[src/design/bfsa_pkg.sv]
// Shared types and constants for the best-fit segment allocator.
`default_nettype none
package bfsa_pkg;

   localparam int MAX_SEGMENTS = 64;
   localparam int ID_BITS      = 16;
   localparam int FIELD_W      = 21;
   localparam int OID_W        = 16;

   localparam logic [FIELD_W-1:0] POOL_RESET = 21'd1024;
   localparam logic [FIELD_W-1:0] POOL_LIMIT = 21'd1048576;

   // entry layout: start, size, used, id (lowest first)
   localparam int START_LSB = 0;
   localparam int SIZE_LSB  = FIELD_W;
   localparam int USED_BIT  = 2 * FIELD_W;
   localparam int ID_LSB    = 2 * FIELD_W + 1;

   typedef enum logic [1:0] {
      OP_ALLOC   = 2'd0,
      OP_FREE    = 2'd1,
      OP_COMPACT = 2'd2,
      OP_INIT    = 2'd3
   } op_type;

   typedef enum logic [2:0] {
      ST_OK            = 3'd0,
      ST_BAD_SIZE      = 3'd1,
      ST_NO_FIT        = 3'd2,
      ST_UNKNOWN_ID    = 3'd3,
      ST_TABLE_FULL    = 3'd4,
      ST_IDS_EXHAUSTED = 3'd5
   } status_type;

   typedef enum logic [1:0] {
      SH_HOLD   = 2'd0,
      SH_LEFT   = 2'd1,
      SH_INSERT = 2'd2,
      SH_REMOVE = 2'd3
   } shift_mode_type;

   typedef struct packed {
      shift_mode_type mode;
      logic           wr_en;
   } cell_ctl_type;

   typedef enum logic [3:0] {
      S_BOOT    = 4'd0,
      S_IDLE    = 4'd1,
      S_SCAN    = 4'd2,
      S_DECIDE  = 4'd3,
      S_INS     = 4'd4,
      S_WR      = 4'd5,
      S_REM_A   = 4'd6,
      S_REM_B   = 4'd7,
      S_COMPACT = 4'd8,
      S_DONE    = 4'd9
   } state_type;

endpackage
`default_nettype wire

[src/design/bfsa_cell.sv]
// One table cell: holds a segment entry and trades it with its neighbors.
`default_nettype none
module bfsa_cell #(
   parameter int IDX  = 0,
   parameter int IDXW = 6,
   parameter int ENTW = 59
) (
   input  wire                        clock,
   input  bfsa_pkg::cell_ctl_type     ctl,
   input  wire [IDXW-1:0]             sel_idx,
   input  wire [IDXW-1:0]             wr_idx,
   input  wire [ENTW-1:0]             wr_data,
   input  wire [ENTW-1:0]             left_q,
   input  wire [ENTW-1:0]             right_q,
   output logic [ENTW-1:0]            q
);

   localparam logic [IDXW-1:0] MY_IDX = IDXW'(IDX);

   logic [ENTW-1:0] entry_ff;
   logic [ENTW-1:0] entry_in;

   // direct write wins over any shift
   always_comb begin
      entry_in = entry_ff;
      if (ctl.wr_en && wr_idx == MY_IDX) begin
         entry_in = wr_data;
      end else begin
         case (ctl.mode)
            bfsa_pkg::SH_LEFT:   entry_in = right_q;
            bfsa_pkg::SH_INSERT: entry_in = (MY_IDX > sel_idx) ? left_q : entry_ff;
            bfsa_pkg::SH_REMOVE: entry_in = (MY_IDX >= sel_idx) ? right_q : entry_ff;
            default:             entry_in = entry_ff;
         endcase
      end
   end

   always_ff @(posedge clock) begin
      entry_ff <= entry_in;
   end

   assign q = entry_ff;

endmodule
`default_nettype wire

[config.mk]
export PLATFORM = sky130hd
export DESIGN_NAME = bfsa_cell
export DESIGN_NICKNAME = d
export VERILOG_FILES = /design/src/design/bfsa_pkg.sv /design/src/design/bfsa_cell.sv
export SDC_FILE = /design/constraint.sdc
export NUM_CORES = 1
export LEC_CHECK = 0
export ABC_AREA = 1
export BUFFER_PORTS_ARGS = -buffer_cell sky130_fd_sc_hd__buf_2
export CAP_MARGIN = 20
export CELL_PAD_IN_SITES_DETAIL_PLACEMENT = 1
export CELL_PAD_IN_SITES_GLOBAL_PLACEMENT = 1
export CORE_UTILIZATION = 27
export CTS_BUF_LIST = sky130_fd_sc_hd__clkbuf_8 sky130_fd_sc_hd__clkbuf_16
export DETAILED_ROUTE_END_ITERATION = 12
export GPL_ROUTABILITY_DRIVEN = 0
export PLACE_DENSITY = 0.8
export SLEW_MARGIN = 20
export SYNTH_ARGS = -nofsm -noshare
export SYNTH_HDL_FRONTEND = slang
export SYNTH_SLANG_ARGS = --single-unit
[constraint.sdc]
create_clock -name clock -period 3.36 [get_ports clock]
set_clock_uncertainty 0.1 [all_clocks]
set_input_delay 0.168 -clock clock [delete_from_list [all_inputs] [get_ports clock]]
set_output_delay 0.168 -clock clock [all_outputs]
set_load 0.03 [all_outputs]
# Yosys cells after proc, flatten, opt, wreduce, memory -nomap -nowiden
# Cells that the tools add are included.
# classes
n_lt_le_gt_ge	2
eq_ne	5
mux	4
n_reduce_logical	4
# ops
operator	count
$mux W59	3
$pmux W59 S3	1
$ge A1 B6 Y1 const A	1
$gt A1 B6 Y1 const A	1
$logic_not A6 Y1	1
$ne A3 B3 Y1 const B	2
$eq A2 B2 Y1 const B	2
$reduce_bool A4 Y1	1
$reduce_and A3 Y1	1
$eq A2 B1 Y1 const B	1
$logic_and A1 B1 Y1	1
# word_totals
reg_bits	59
inputBits	193
out_inout_bits	59
word_cells	16

# Depth between registers and ports, before layout
# logic_depth
word_depth	4
mapped_depth	8
ltp_nobuf	6

# Worst setup path after synthesis
# No wires, ideal clock.
# synth_timing
path_type	input to register
start	in wr_idx[5]
end	reg entry_ff[0] (netlist: q[0]) (enable)
arrival_time_ps	2039
slack_ps	803
cell_stages	4
path_buffers	1
path_cell_list	nor3b_2 -> nand2_1 -> buf_2 -> nand2_1
# synth_between
elab_chain_cells	4
elab_cells_between_ends	6
# synth_rtl
element	line	source
from (decl)	bfsa_cell.sv:11	input wire [IDXW-1:0] wr_idx,
$logic_not A6 Y1 *	bfsa_cell.sv:26	if (ctl.wr_en && wr_idx == MY_IDX) begin
$logic_and A1 B1 Y1 *	bfsa_cell.sv:26	
$ne A3 B3 Y1 (no source line) or $reduce_bool A4 Y1 (tied branches)	n/a	
$reduce_and A3 Y1 (no source line) *	n/a	
to (signal assigned)	bfsa_cell.sv:39	entry_ff <= entry_in;
to (decl)	bfsa_cell.sv:20	logic [ENTW-1:0] entry_ff;
# Mark *: on every way between the ends. The rest lies on a longest branch, timed or not.
# A chain may end at the register's enable or synchronous reset.

# Worst setup path after layout
# layout_timing
start	in sel_idx[3]
end	reg entry_ff[31] (netlist: q[31]) (enable)
# layout_between
elab_chain_cells	3
elab_cells_between_ends	5
# layout_rtl
element	line	source
from (decl)	bfsa_cell.sv:10	input wire [IDXW-1:0] sel_idx,
$ge A1 B6 Y1 or $gt A1 B6 Y1 (tied branches)	bfsa_cell.sv:32, bfsa_cell.sv:31	
$ne A3 B3 Y1 (no source line)	n/a	
$reduce_and A3 Y1 (no source line) *	n/a	
# Marks and branches as above.

==> impl_results.md <==
* Largest net degree at the start of global routing at 60
* Port bufs at 251
* Slowest CP cell: buf_4
* Die ar. at 13400 um2
* Clock-pin transition on the worst setup and hold timing paths at 0.05 ns
* Layout fillers at 1659
* Starting DRC count in detailed routing at 176
* Seq/Total Area, Yosys at 50.7%
* Post-route setup slack at 1.55 ns
* H-tree levels at 3
* Slew margin rel. at 57.4%
* Worst path bufs/invs at 2
* Tightest Pin Transition at 0.639 ns
* Cells after Synth at 465
* Vias in the first global route at 4080
* CP startpoint: sel_idx[3]
* Synth Register Bits at 59
* Nature of the critical path endpoint: flip-flop
* Fraction of layout instances using a drive strength above 1 at 39.3%
* Vias/cell at 4.70
* Chip height at 116 um
* Post-Synthesis Cell Area at 3500 um2
* Worst path arrival time at 1.68 ns
* Number of max-slew violations in the final report at 0
* Area Overhead vs Synth at 46.0%
* Avg Cell Area, Syn at 7.52 um2
* CP most frequent cell: nand2_1
* Startpoint Class: primary input
* Post-route core utilization at 40.4%
* Placeable Area at 12600 um2
* Nets at 889
* Setup TNS at 0 ns
* # diodes at 0
* Worst setup endpoint: q[31]
* RSZ-0062 raised after global routing: no
* Detailed-route wire length per cell at 15.3 um
* Post-CTS Resized at 0
* DR pass1 iterations at 4
* WP data required at 3.22 ns
* Placement row count at 41
* Starting Density at 27.7%
* Final wirelength at 13300 um
* Most common cell after layout, fill and taps aside: buf_2
* Worst-path cell chain: buf_2 > nor2_1 > nand3_1 > nand2_1 > nand2_1 > nand2_2 > buf_4
* DR vias at 4097
* Post-synth net total at 658
* # setup viols final at 0
* Final min period at 1.81 ns
* Final worst-path cycle share at 54.0%
* CTS Buf Count at 9
* Routed Antenna Nets at 0
* Slowest stage delay, CP at 0.51 ns
* Post-Place Worst Slack at 1.15 ns
* Post-CTS Setup Inserts at 0
* Max Cap Viol at 0
* Finished Layout Cells at 872
* Worst Setup Path Type: in2reg
* Worst path depth at 7
* Residual DRC count at 0
* Max reg flops at 59
* Clock Sink Count at 59
* I/O pins at 252
* Post-Place Cells at 857
* Fmax at 551 MHz
* Hold Vio Cnt, Final at 0
* DP HPWL at 9910 um
* Hold buffer count at CTS at 0
* Yosys warning count at 0
* Total GRT Usage at 19.5%
* Overflow after GRT at 0
* CTS root buffer: clkbuf_16
* Most frequent cells in the layout: buf_2 (251), nand2_1 (238), nand3_1 (119)
* Max VDD drop at 0.000171 V
* First-pass GRT wire length at 19700 um
* Initial antenna violation count at 0
* TritonCTS clock tree: yes
* Power Dens Cells at 426 nW/um2
* Netlist cell types at 10
* Static Leak at 2.73 nW
* Delay-heaviest family, CP: simple AND/OR/NAND/NOR gates
* Critical path peak fanout at 33
* Hold crit path type: in2reg
* Die width at 116 um
* Overall Power at 0.00217 W
* Outcome: complete, no violations
* CTS max path bufs at 2
## cell type report
cell class / count / area, um2 / share of cell area (%)
clock inverters: 6 / 25.0 / 0.490
well taps: 172 / 215 / 4.22
flip-flops and latches: 59 / 1770 / 34.7
multi-input cells: 367 / 1550 / 30.4
clock buffers: 9 / 225 / 4.41
inverters: 1 / 3.75 / 0.0736
repair buffers: 258 / 1310 / 25.6
## power breakdown
group | switching, W | total, W | internal, W | leakage, nW
sequential | 0.0000156 | 0.000903 | 0.000887 | 0.547
clock | 0.000302 | 0.000782 | 0.000480 | 0.129
combinational | 0.000317 | 0.000490 | 0.000173 | 2.05
total | 0.000634 | 0.00217 | 0.00154 | 2.73
## layer usage
layer  vias to the layer above  part of all wire (%)  track usage [%]
li1                       2003                     -                -
met1                      1890                    38             20.6
met2                       179                    53             37.0
met3                        25                   6.4             4.08
met4                         0                   2.5             8.63
met5                         -                     0                0
## cells by family (layout without fill, tap and decap cells)
family	after synthesis	in the layout	share of synthesized area, %
buf+inv	39	274	5.33
simple gates	367	367	44.0
flops	59	59	50.7
## synth_stat cells, drive strengths merged
library cell,number,area [um2]
and2,1,6.26
buf,22,123
clkbuf,16,60.1
edfxtp,59,1770
inv,1,3.75
nand2,241,905
nand3,119,596
nor2,5,18.8
nor3b,1,12.5
## how the worst min path moves through the flow
| stage | cells past startpoint | startpoint | slack, ns | to |
|---|---|---|---|---|
| 2_1_floorplan | 2 | wr_data[0] | 0.28 | q[0] |
| 3_3_place_gp | 3 | wr_data[31] | 0.37 | q[31] |
| 3_5_place_dp | 3 | wr_data[37] | 0.38 | q[37] |
| 4_1_cts | 3 | wr_data[4] | 0.04 | q[4] |
| 5_1_grt | 3 | wr_data[4] | 0.05 | q[4] |
| 6_report | 3 | wr_data[4] | 0.05 | q[4] |
## tightest hold or removal path: stages
cell	delay, ns
buf_2	0.07
nand3_1	0.07
nand2_1	0.06
## per-stage QoR
stage / area, um2 / hold slack [ns]
5_1_grt: 5100 / 0.0487
3_3_place_gp: 4850 / 0.368
2_1_floorplan: 3500 / 0.285
6_report: 5100 / 0.0518
3_5_place_dp: 4850 / 0.379
4_1_cts: 5100 / 0.0401
(Power assumes the default switching activity.)
